===== config.mk =====
export PLATFORM = sky130hd
export DESIGN_NAME = line_clip_to_viewport_top
export DESIGN_NICKNAME = d
export VERILOG_FILES = /design/src/hdl/lcv_pkg.sv /design/src/hdl/line_clip_to_viewport_top.sv /design/src/hdl/lcv_div.sv /design/src/hdl/lcv_dp.sv /design/src/hdl/lcv_ctrl.sv
export VERILOG_INCLUDE_DIRS = /design/src /design/src/hdl
export SDC_FILE = /design/constraint.sdc
export NUM_CORES = 2
export LEC_CHECK = 0
export BUFFER_PORTS_ARGS = -buffer_cell sky130_fd_sc_hd__buf_4
export CAP_MARGIN = 40
export CORE_MARGIN = 2
export CORE_UTILIZATION = 40
export CTS_BUF_LIST = sky130_fd_sc_hd__clkbuf_8 sky130_fd_sc_hd__clkbuf_16
export CTS_CLUSTER_SIZE = 20
export DETAILED_ROUTE_END_ITERATION = 10
export SYNTH_ARGS = -nofsm -noshare
export SYNTH_HDL_FRONTEND = slang
export SYNTH_HIERARCHICAL = 1
export SYNTH_SLANG_ARGS = --single-unit

===== constraint.sdc =====
create_clock -name clk_i -period 11.55 [get_ports clk_i]
set_clock_uncertainty 0.15 [all_clocks]
set_input_delay 0.5775 -clock clk_i [delete_from_list [all_inputs] [get_ports clk_i]]
set_output_delay 0.5775 -clock clk_i [all_outputs]
set_load 0.02 [all_outputs]

===== src/hdl/assert_macros.svh =====
// Assertion shorthands for the line clipper RTL.
// Needs clk_i and rst_ni in the scope where a macro is used.
`ifndef ASSERT_MACROS_SVH
`define ASSERT_MACROS_SVH

// Clocked assertion, off while reset is held.
`define LCV_ASSERT(lbl, prop, msg) \
  lbl: assert property (@(posedge clk_i) disable iff (!rst_ni) prop) else $error(msg);

// Clocked assertion that also holds during reset.
`define LCV_ASSERT_ALWAYS(lbl, prop, msg) \
  lbl: assert property (@(posedge clk_i) prop) else $error(msg);

`endif


===== src/hdl/lcv_pkg.sv =====
// Shared types, codes and constants of the line clipper.
// No dependencies.
`timescale 1ns / 1ps
package lcv_pkg;

  localparam int CoordW  = 24;
  localparam int DiffW   = CoordW + 1;
  localparam int ProdW   = 2 * DiffW;
  localparam int MagW    = 2 * CoordW;
  localparam int QuoW    = MagW + 1;
  localparam int DenMagW = CoordW;
  localparam int CfgIdxW = 8;
  localparam int ClipPasses = 12;
  localparam int PassW   = $clog2(ClipPasses + 1);
  localparam int CntW    = $clog2(MagW);

  localparam logic [3:0] CodeLeft   = 4'd1;
  localparam logic [3:0] CodeRight  = 4'd2;
  localparam logic [3:0] CodeBottom = 4'd4;
  localparam logic [3:0] CodeTop    = 4'd8;

  typedef logic signed [CoordW-1:0] coord_t;

  localparam coord_t CoordMax = 24'sh7FFFFF;
  localparam coord_t CoordMin = -24'sh800000;

  localparam coord_t WinLeftRst   = 24'sd12800;
  localparam coord_t WinBottomRst = 24'sd12800;
  localparam coord_t WinRightRst  = 24'sd25600;
  localparam coord_t WinTopRst    = 24'sd25600;
  localparam coord_t ViewLeftRst  = 24'sd51200;
  localparam coord_t ViewBottomRst = 24'sd51200;
  localparam coord_t ViewRightRst = 24'sd76800;
  localparam coord_t ViewTopRst   = 24'sd76800;

  typedef struct packed {
    coord_t start_x;
    coord_t start_y;
    coord_t end_x;
    coord_t end_y;
  } in_item_t;

  typedef struct packed {
    logic   accepted;
    coord_t view_start_x;
    coord_t view_start_y;
    coord_t view_end_x;
    coord_t view_end_y;
  } out_item_t;

  typedef enum logic [CfgIdxW-1:0] {
    CFG_WIN_LEFT    = 8'd0,
    CFG_WIN_BOTTOM  = 8'd1,
    CFG_WIN_RIGHT   = 8'd2,
    CFG_WIN_TOP     = 8'd3,
    CFG_VIEW_LEFT   = 8'd4,
    CFG_VIEW_BOTTOM = 8'd5,
    CFG_VIEW_RIGHT  = 8'd6,
    CFG_VIEW_TOP    = 8'd7
  } cfg_idx_e;

  typedef enum logic [2:0] {
    OP_TOP,
    OP_BOTTOM,
    OP_RIGHT,
    OP_LEFT,
    OP_MAP
  } op_e;

  typedef enum logic [2:0] {
    ST_IDLE,
    ST_TEST,
    ST_MUL,
    ST_DSTART,
    ST_DWAIT,
    ST_WRITE,
    ST_FIN
  } state_e;

  typedef struct packed {
    logic       load;
    logic       op_mul;
    logic       div_start;
    logic       clip_wr;
    logic       map_wr;
    logic       out_load;
    logic       accept;
    op_e        op;
    logic       sel_end;
    logic [1:0] map_idx;
  } ctrl_cmd_t;

  typedef struct packed {
    logic [3:0] code0;
    logic [3:0] code1;
    logic       div_done;
    logic       out_free;
  } ctrl_stat_t;

endpackage


===== src/hdl/line_clip_to_viewport_top.sv =====
// Line clipper top level: sequencer, datapath and output register.
// Depends on lcv_pkg, lcv_ctrl, lcv_dp and assert_macros.svh.
`timescale 1ns / 1ps
// Cohen-Sutherland clipper with window-to-viewport mapping. One segment is
// worked on at a time. Every clip pass and every one of the four mapping steps
// runs one multiply and one serial division through the single shared divider:
// a clip pass is outcode test, multiply, divider start, divider wait and write
// back, and a mapping step is the same without the outcode test. A segment
// gets at most 12 clip passes; an accepted one then runs the mapping steps, and
// its result may wait for the output register. The output register lets the
// next segment be taken while a result still waits. Config writes are taken
// every cycle (cfg_ready_o is tied high) and must only happen while the block
// is idle.
module line_clip_to_viewport_top (
  input  logic                         clk_i,
  input  logic                         rst_ni,
  input  logic                         in_valid_i,
  output logic                         in_ready_o,
  input  lcv_pkg::in_item_t            in_data_i,
  output logic                         out_valid_o,
  input  logic                         out_ready_i,
  output lcv_pkg::out_item_t           out_data_o,
  input  logic                         cfg_valid_i,
  output logic                         cfg_ready_o,
  input  logic [lcv_pkg::CfgIdxW-1:0]  cfg_index_i,
  input  lcv_pkg::coord_t              cfg_data_i
);
  import lcv_pkg::*;
  `include "assert_macros.svh"

  ctrl_cmd_t  cmd;
  ctrl_stat_t stat;
  out_item_t  result, out_data_q;
  logic       out_valid_q;

  assign cfg_ready_o = 1'b1;

  lcv_ctrl u_ctrl (
    .clk_i      (clk_i),
    .rst_ni     (rst_ni),
    .in_valid_i (in_valid_i),
    .in_ready_o (in_ready_o),
    .stat_i     (stat),
    .cmd_o      (cmd)
  );

  lcv_dp u_dp (
    .clk_i       (clk_i),
    .rst_ni      (rst_ni),
    .cmd_i       (cmd),
    .in_data_i   (in_data_i),
    .cfg_wr_i    (cfg_valid_i),
    .cfg_index_i (cfg_index_i),
    .cfg_data_i  (cfg_data_i),
    .code0_o     (stat.code0),
    .code1_o     (stat.code1),
    .div_done_o  (stat.div_done),
    .result_o    (result)
  );

  // result slot frees up in the same cycle its beat is taken
  assign stat.out_free = !out_valid_q || out_ready_i;

  always_ff @(posedge clk_i or negedge rst_ni) begin
    if (!rst_ni) begin
      out_valid_q <= 1'b0;
    end else if (cmd.out_load) begin
      out_valid_q <= 1'b1;
    end else if (out_ready_i) begin
      out_valid_q <= 1'b0;
    end
  end

  always_ff @(posedge clk_i) begin
    if (cmd.out_load) out_data_q <= result;
  end

  assign out_valid_o = out_valid_q;
  assign out_data_o  = out_data_q;

  `LCV_ASSERT(a_no_load_after_accept, (in_valid_i && in_ready_o) |=> !cmd.out_load, "result loaded right after input beat")
  `LCV_ASSERT(a_reject_zero, (out_valid_o && !out_data_o.accepted) |-> (out_data_o.view_start_x == 0 && out_data_o.view_start_y == 0 && out_data_o.view_end_x == 0 && out_data_o.view_end_y == 0), "rejected beat carries nonzero coordinates")
  `LCV_ASSERT(a_no_overwrite, cmd.out_load |-> (!out_valid_q || out_ready_i), "result overwrote a pending beat")

endmodule


===== src/hdl/lcv_div.sv =====
// Serial signed divider, one quotient bit per cycle, truncates toward zero.
// Depends on lcv_pkg.
`timescale 1ns / 1ps
module lcv_div (
  input  logic                               clk_i,
  input  logic                               rst_ni,
  input  logic                               start_i,
  input  logic signed [lcv_pkg::ProdW-1:0]   num_i,
  input  logic signed [lcv_pkg::DiffW-1:0]   den_i,
  output logic                               done_o,
  output logic signed [lcv_pkg::QuoW-1:0]    quo_o
);
  import lcv_pkg::*;

  logic                busy_q, done_q;
  logic [CntW-1:0]     cnt_q;
  logic [DenMagW-1:0]  rem_q, den_q;
  logic [MagW-1:0]     quo_q;
  logic                neg_q;

  logic signed [ProdW-1:0] num_abs;
  logic signed [DiffW-1:0] den_abs;
  logic [DenMagW:0]        rem_sh, rem_sub;
  logic                    ge;
  logic signed [QuoW-1:0]  qm;

  always_comb begin
    num_abs = num_i[ProdW-1] ? -num_i : num_i;
    den_abs = den_i[DiffW-1] ? -den_i : den_i;
    rem_sh  = {rem_q, quo_q[MagW-1]};
    rem_sub = rem_sh - {1'b0, den_q};
    ge      = rem_sh >= {1'b0, den_q};
    qm      = $signed({1'b0, quo_q});
    quo_o   = neg_q ? -qm : qm;
  end

  assign done_o = done_q;

  always_ff @(posedge clk_i or negedge rst_ni) begin
    if (!rst_ni) begin
      busy_q <= 1'b0;
      done_q <= 1'b0;
      cnt_q  <= '0;
    end else begin
      done_q <= 1'b0;
      if (start_i) begin
        busy_q <= 1'b1;
        cnt_q  <= '0;
      end else if (busy_q) begin
        cnt_q <= cnt_q + 1'b1;
        if (cnt_q == CntW'(MagW - 1)) begin
          busy_q <= 1'b0;
          done_q <= 1'b1;
        end
      end
    end
  end

  always_ff @(posedge clk_i) begin
    if (start_i) begin
      quo_q <= num_abs[MagW-1:0];
      den_q <= den_abs[DenMagW-1:0];
      rem_q <= '0;
      neg_q <= num_i[ProdW-1] ^ den_i[DiffW-1];
    end else if (busy_q) begin
      rem_q <= ge ? rem_sub[DenMagW-1:0] : rem_sh[DenMagW-1:0];
      quo_q <= {quo_q[MagW-2:0], ge};
    end
  end

endmodule


===== src/hdl/lcv_dp.sv =====
// Clipper datapath: config registers, endpoints, outcodes, multiplier,
// shared divider and mapped results. Depends on lcv_pkg and lcv_div.
`timescale 1ns / 1ps
module lcv_dp (
  input  logic                          clk_i,
  input  logic                          rst_ni,
  input  lcv_pkg::ctrl_cmd_t            cmd_i,
  input  lcv_pkg::in_item_t             in_data_i,
  input  logic                          cfg_wr_i,
  input  logic [lcv_pkg::CfgIdxW-1:0]   cfg_index_i,
  input  lcv_pkg::coord_t               cfg_data_i,
  output logic [3:0]                    code0_o,
  output logic [3:0]                    code1_o,
  output logic                          div_done_o,
  output lcv_pkg::out_item_t            result_o
);
  import lcv_pkg::*;

  coord_t win_left_q, win_bottom_q, win_right_q, win_top_q;
  coord_t view_left_q, view_bottom_q, view_right_q, view_top_q;
  coord_t x0_q, y0_q, x1_q, y1_q;
  coord_t res_q [4];

  logic signed [ProdW-1:0] prod_q;
  logic signed [DiffW-1:0] den_q;
  coord_t                  base_q, edge_q;
  logic                    zero_q;

  logic signed [DiffW-1:0] opa, opb, opd;
  coord_t                  base, edge_pos, cv, wmin, wmax, vmin, vmax;
  logic signed [QuoW-1:0]  quo;
  logic signed [ProdW-1:0] wide;
  coord_t                  mapped, moved;

  always_ff @(posedge clk_i or negedge rst_ni) begin
    if (!rst_ni) begin
      win_left_q    <= WinLeftRst;
      win_bottom_q  <= WinBottomRst;
      win_right_q   <= WinRightRst;
      win_top_q     <= WinTopRst;
      view_left_q   <= ViewLeftRst;
      view_bottom_q <= ViewBottomRst;
      view_right_q  <= ViewRightRst;
      view_top_q    <= ViewTopRst;
    end else if (cfg_wr_i) begin
      unique case (cfg_index_i)
        CFG_WIN_LEFT:    win_left_q    <= cfg_data_i;
        CFG_WIN_BOTTOM:  win_bottom_q  <= cfg_data_i;
        CFG_WIN_RIGHT:   win_right_q   <= cfg_data_i;
        CFG_WIN_TOP:     win_top_q     <= cfg_data_i;
        CFG_VIEW_LEFT:   view_left_q   <= cfg_data_i;
        CFG_VIEW_BOTTOM: view_bottom_q <= cfg_data_i;
        CFG_VIEW_RIGHT:  view_right_q  <= cfg_data_i;
        CFG_VIEW_TOP:    view_top_q    <= cfg_data_i;
        default: ;
      endcase
    end
  end

  // outcodes, each bit on its own
  always_comb begin
    code0_o = '0;
    if (y0_q > win_top_q)    code0_o = code0_o | CodeTop;
    if (y0_q < win_bottom_q) code0_o = code0_o | CodeBottom;
    if (x0_q > win_right_q)  code0_o = code0_o | CodeRight;
    if (x0_q < win_left_q)   code0_o = code0_o | CodeLeft;
    code1_o = '0;
    if (y1_q > win_top_q)    code1_o = code1_o | CodeTop;
    if (y1_q < win_bottom_q) code1_o = code1_o | CodeBottom;
    if (x1_q > win_right_q)  code1_o = code1_o | CodeRight;
    if (x1_q < win_left_q)   code1_o = code1_o | CodeLeft;
  end

  // operand select
  always_comb begin
    wmin = cmd_i.map_idx[0] ? win_bottom_q  : win_left_q;
    wmax = cmd_i.map_idx[0] ? win_top_q     : win_right_q;
    vmin = cmd_i.map_idx[0] ? view_bottom_q : view_left_q;
    vmax = cmd_i.map_idx[0] ? view_top_q    : view_right_q;
    case (cmd_i.map_idx)
      2'd0:    cv = x0_q;
      2'd1:    cv = y0_q;
      2'd2:    cv = x1_q;
      default: cv = y1_q;
    endcase
    opa = '0; opb = '0; opd = '0; base = '0; edge_pos = '0;
    case (cmd_i.op)
      OP_TOP, OP_BOTTOM: begin
        edge_pos = (cmd_i.op == OP_TOP) ? win_top_q : win_bottom_q;
        opa  = DiffW'(x1_q) - DiffW'(x0_q);
        opb  = DiffW'(edge_pos) - DiffW'(y0_q);
        opd  = DiffW'(y1_q) - DiffW'(y0_q);
        base = x0_q;
      end
      OP_RIGHT, OP_LEFT: begin
        edge_pos = (cmd_i.op == OP_RIGHT) ? win_right_q : win_left_q;
        opa  = DiffW'(y1_q) - DiffW'(y0_q);
        opb  = DiffW'(edge_pos) - DiffW'(x0_q);
        opd  = DiffW'(x1_q) - DiffW'(x0_q);
        base = y0_q;
      end
      OP_MAP: begin
        opa  = DiffW'(cv) - DiffW'(wmin);
        opb  = DiffW'(vmax) - DiffW'(vmin);
        opd  = DiffW'(wmax) - DiffW'(wmin);
        base = vmin;
      end
      default: ;
    endcase
  end

  always_ff @(posedge clk_i) begin
    if (cmd_i.op_mul) begin
      prod_q <= opa * opb;
      den_q  <= opd;
      base_q <= base;
      edge_q <= edge_pos;
      zero_q <= (opd == '0);
    end
  end

  lcv_div u_div (
    .clk_i   (clk_i),
    .rst_ni  (rst_ni),
    .start_i (cmd_i.div_start),
    .num_i   (prod_q),
    .den_i   (den_q),
    .done_o  (div_done_o),
    .quo_o   (quo)
  );

  // crossing point stays between the endpoints, so 24 bits suffice
  always_comb begin
    moved = base_q + coord_t'(quo);
    wide  = ProdW'(base_q) + (zero_q ? '0 : ProdW'(quo));
    if (wide > ProdW'(CoordMax))      mapped = CoordMax;
    else if (wide < ProdW'(CoordMin)) mapped = CoordMin;
    else                              mapped = coord_t'(wide);
  end

  always_ff @(posedge clk_i) begin
    if (cmd_i.load) begin
      x0_q <= in_data_i.start_x;
      y0_q <= in_data_i.start_y;
      x1_q <= in_data_i.end_x;
      y1_q <= in_data_i.end_y;
    end else if (cmd_i.clip_wr) begin
      if (cmd_i.op == OP_TOP || cmd_i.op == OP_BOTTOM) begin
        if (cmd_i.sel_end) begin
          x1_q <= moved; y1_q <= edge_q;
        end else begin
          x0_q <= moved; y0_q <= edge_q;
        end
      end else begin
        if (cmd_i.sel_end) begin
          y1_q <= moved; x1_q <= edge_q;
        end else begin
          y0_q <= moved; x0_q <= edge_q;
        end
      end
    end
    if (cmd_i.map_wr) begin
      res_q[cmd_i.map_idx] <= mapped;
    end
  end

  always_comb begin
    result_o.accepted     = cmd_i.accept;
    result_o.view_start_x = cmd_i.accept ? res_q[0] : '0;
    result_o.view_start_y = cmd_i.accept ? res_q[1] : '0;
    result_o.view_end_x   = cmd_i.accept ? res_q[2] : '0;
    result_o.view_end_y   = cmd_i.accept ? res_q[3] : '0;
  end

endmodule


===== src/hdl/lcv_ctrl.sv =====
// Clipper sequencer: outcode tests, clip passes, four mapping divisions.
// Depends on lcv_pkg.
`timescale 1ns / 1ps
module lcv_ctrl (
  input  logic                 clk_i,
  input  logic                 rst_ni,
  input  logic                 in_valid_i,
  output logic                 in_ready_o,
  input  lcv_pkg::ctrl_stat_t  stat_i,
  output lcv_pkg::ctrl_cmd_t   cmd_o
);
  import lcv_pkg::*;

  state_e           state_q, state_d;
  logic [PassW-1:0] pass_q, pass_d;
  op_e              op_q, op_d;
  logic             end_q, end_d, acc_q, acc_d;
  logic [1:0]       idx_q, idx_d;
  logic [3:0]       outc;

  always_ff @(posedge clk_i or negedge rst_ni) begin
    if (!rst_ni) begin
      state_q <= ST_IDLE;
      pass_q  <= '0;
      op_q    <= OP_MAP;
      end_q   <= 1'b0;
      acc_q   <= 1'b0;
      idx_q   <= '0;
    end else begin
      state_q <= state_d;
      pass_q  <= pass_d;
      op_q    <= op_d;
      end_q   <= end_d;
      acc_q   <= acc_d;
      idx_q   <= idx_d;
    end
  end

  always_comb begin
    state_d = state_q;
    pass_d  = pass_q;
    op_d    = op_q;
    end_d   = end_q;
    acc_d   = acc_q;
    idx_d   = idx_q;
    outc    = (stat_i.code0 != '0) ? stat_i.code0 : stat_i.code1;
    in_ready_o = 1'b0;
    cmd_o = '0;
    cmd_o.op      = op_q;
    cmd_o.sel_end = end_q;
    cmd_o.map_idx = idx_q;
    cmd_o.accept  = acc_q;
    unique case (state_q)
      ST_IDLE: begin
        in_ready_o = 1'b1;
        if (in_valid_i) begin
          cmd_o.load = 1'b1;
          pass_d  = '0;
          state_d = ST_TEST;
        end
      end
      ST_TEST: begin
        // pass budget used up: no further test, the segment is rejected
        if (pass_q == PassW'(ClipPasses) ||
            ((stat_i.code0 | stat_i.code1) != '0 &&
             (stat_i.code0 & stat_i.code1) != '0)) begin
          acc_d   = 1'b0;
          state_d = ST_FIN;
        end else if ((stat_i.code0 | stat_i.code1) == '0) begin
          acc_d   = 1'b1;
          op_d    = OP_MAP;
          idx_d   = '0;
          state_d = ST_MUL;
        end else begin
          end_d = (stat_i.code0 == '0);
          if ((outc & CodeTop) != '0)         op_d = OP_TOP;
          else if ((outc & CodeBottom) != '0) op_d = OP_BOTTOM;
          else if ((outc & CodeRight) != '0)  op_d = OP_RIGHT;
          else                                op_d = OP_LEFT;
          state_d = ST_MUL;
        end
      end
      ST_MUL: begin
        cmd_o.op_mul = 1'b1;
        state_d = ST_DSTART;
      end
      ST_DSTART: begin
        cmd_o.div_start = 1'b1;
        state_d = ST_DWAIT;
      end
      ST_DWAIT: begin
        if (stat_i.div_done) state_d = ST_WRITE;
      end
      ST_WRITE: begin
        if (op_q == OP_MAP) begin
          cmd_o.map_wr = 1'b1;
          if (idx_q == 2'd3) begin
            state_d = ST_FIN;
          end else begin
            idx_d   = idx_q + 2'd1;
            state_d = ST_MUL;
          end
        end else begin
          cmd_o.clip_wr = 1'b1;
          pass_d  = pass_q + 1'b1;
          state_d = ST_TEST;
        end
      end
      ST_FIN: begin
        if (stat_i.out_free) begin
          cmd_o.out_load = 1'b1;
          state_d = ST_IDLE;
        end
      end
      default: state_d = ST_IDLE;
    endcase
  end

endmodule


==> summary.txt <==
Route
  – Vias: a little over 60000
  – Avg WL per Cell: around 25 um
  – Initial DRC count: 6150
  – DRC: 0
  – Vias/cell: about 5.7
  – Drt total wl: 271 mm
  – Antenna-violating nets left: 0
  – Drt pass-1 iters: 6

Critical path
  – Crit path max-delay cell type: fa_1
  – R2R depth: 35
  – Max FO, Critical Path: 11
  – WP buf/inv: 6
  – CP dominant cell by count: fa_1
  – Reg2reg end: u_dp/prod_q[44]
  – Crit path kind: reg2reg
  – Critical Path Max Stage Delay: 690 ps
  – Top Family by Delay on Critical Path: adder cells
  – CP required: 11850 ps
  – Startpoint types: register
  – FF-to-FF setup slack: 390 ps
  – CP arrival: 11460 ps
  – Crit end category: register
  – FF-to-FF Start: u_dp/y0_q[5]

Clock tree
  – Clock latency on the worst-skew pair: about 730 ps
  – CTS tree: yes
  – CTS Buffer Depth: 3
  – CTS clk-pin slew, worst paths: 60 ps
  – Clk root buf: clkbuf_16
  – H-tree depth: 3
  – Clock Sink Count: 724
  – Num CTS Buffers: 83

Global routing
  – Total GRT Usage: 0.283
  – Grt total ovfl: 0
  – Vias in the first global route: 60947
  – Largest net degree at the start of global routing: 94
  – Initial antenna violation count: 14
  – Global-route wire length before repair: 402 mm

STA
  – Final setup vio count: 0
  – Max-slew violations: 0
  – Hold Violations, Final: 0
  – Max_slew headroom: 0.357
  – Fin crit period: 11160 ps
  – Fin crit share: 0.966
  – Worst Tran Pin Value: between 900 and 1000 ps
  – Fmax: 89.6 MHz

Synth
  – Post-Syn Nets: 9365
  – Post-Synthesis Cells: 7964
  – Synthesis Warnings: 6
  – Post-Syn Area: around 75000 um2
  – Avg Inst Size Synth: 9.37 um2

Hold path
  – HP Start: cfg_data_i[19]
  – Worst hold path class: in2reg
  – Hold Path Depth: 3
  – Worst Hold End: u_dp/win_top_q[19]

Placed design
  – GP Congestion: between 1 and 1.5
  – Area post-placement: 81100 um2
  – IO buf count: 231
  – Dpl hpwl: 222 mm

Floorplan
  – Die W: 436 um
  – Starting density of the core: 0.403
  – Die Footprint: 190000 um2
  – Core region area: 185000 um2
  – Die height: roughly 440 um
  – Num ports: about 230
  – Row cnt: ~160

Cells and area
  – Total Nets Final: roughly 9700
  – Final Instance Area: approximately 84000 um2
  – Syn-to-layout area delta: 13.1%
  – Final Util: 0.455
  – Ratio of cells with drive above 1 in the final layout: 0.126
  – Filler cell count: 17874

Run
  – Max Cap Violations: 0

Run status
  – Status: finished clean
## state kept, by name, summed over array words and instances, names as in the netlist, 25 cells and up
signal	cells
out_data_o	97
u_dp/res_q	96
u_dp/den_q	25
u_dp/prod_q	49
u_dp/u_div/quo_q	48
## worst reg2reg max path, delay by kind of cell, from the launching register on
kind	cells	cell delay, ps
compound gates	12	3370
xor+xnor	1	150
fa+ha+maj	9	4470
buf+inv	6	590
flops	1	540
mux	1	340
simple gates	6	1250
## final cells by class
type                            instances  area [um2]  area share
Inverter                             1057        3970      0.0470
Tap cell                             2480        3100      0.0367
Clock buffer                           88        2160      0.0255
Timing Repair Buffer                  587        4710      0.0558
Antenna cell                            3        7.51   0.0000889
Sequential cell                       724       20500       0.242
Clock inverter                         67         811     0.00960
Multi-Input combinational cell       5848       49200       0.583
## cell usage in the layout (no fill, tap or decap), drive strengths merged, types with 38 or more instances in the layout
cell type and count:
nor2b 120, nor3 85, and2 173, buf 565, o22ai 47, a211oi 106, fa 668, nand4 76
nand3 68, dfrtp 188, clkbuf 88, nand2 696, o211ai 50, mux2i 87, or2 38, a21oi 441
xor2 144, or3 52, inv 1074, xnor2 221, edfxtp 485, o21a 90, a21o 170, o21ai 456
nand2b 110, o31ai 58, ha 600, mux2 135, nor2 637
## repair_timing
action | 4_1_cts | 5_1_grt
buffers inserted | 0 | 9
setup endpoints to repair | 0 | 16
gates resized for setup | 0 | 31
hold endpoints to repair | 121 | 0
hold buffers | 22 | 0
## metal layers
metal	global-route usage	vias up	share of wire
li1	-	27909	-
met1	0.388	30597	0.43
met2	0.450	2360	0.45
met3	0.0480	466	0.074
met4	0.0990	12	0.040
met5	0	-	0.00029
## metrics by stage
stage	instances	setup TNS (ps)	setup slack (ps)	hold WS, ps
2_1_floorplan	7964	0	181	132
3_3_place_gp	10643	0	280	332
3_5_place_dp	10664	0	282	337
4_1_cts	10841	0	254	0.176
5_1_grt	10852	-12.7	-12.7	38.2
6_report	10854	0	390	43.9
## worst max path at each step
stage	start	slack, ps	end	cells after the start
after floorplan	u_ctrl/idx_q[0]	180	u_dp/prod_q[47]	38
after global placement	u_ctrl/idx_q[0]	280	u_dp/prod_q[47]	38
after detailed placement	u_ctrl/idx_q[0]	280	u_dp/prod_q[47]	38
after CTS	u_ctrl/idx_q[0]	250	u_dp/prod_q[47]	38
after global routing	u_ctrl/op_q[2]	-10	u_dp/prod_q[47]	43
final	u_dp/y0_q[5]	390	u_dp/prod_q[44]	35
Power is not shown: default switching activity piles up to over one toggle a cycle in this logic, so the estimate is an artifact.
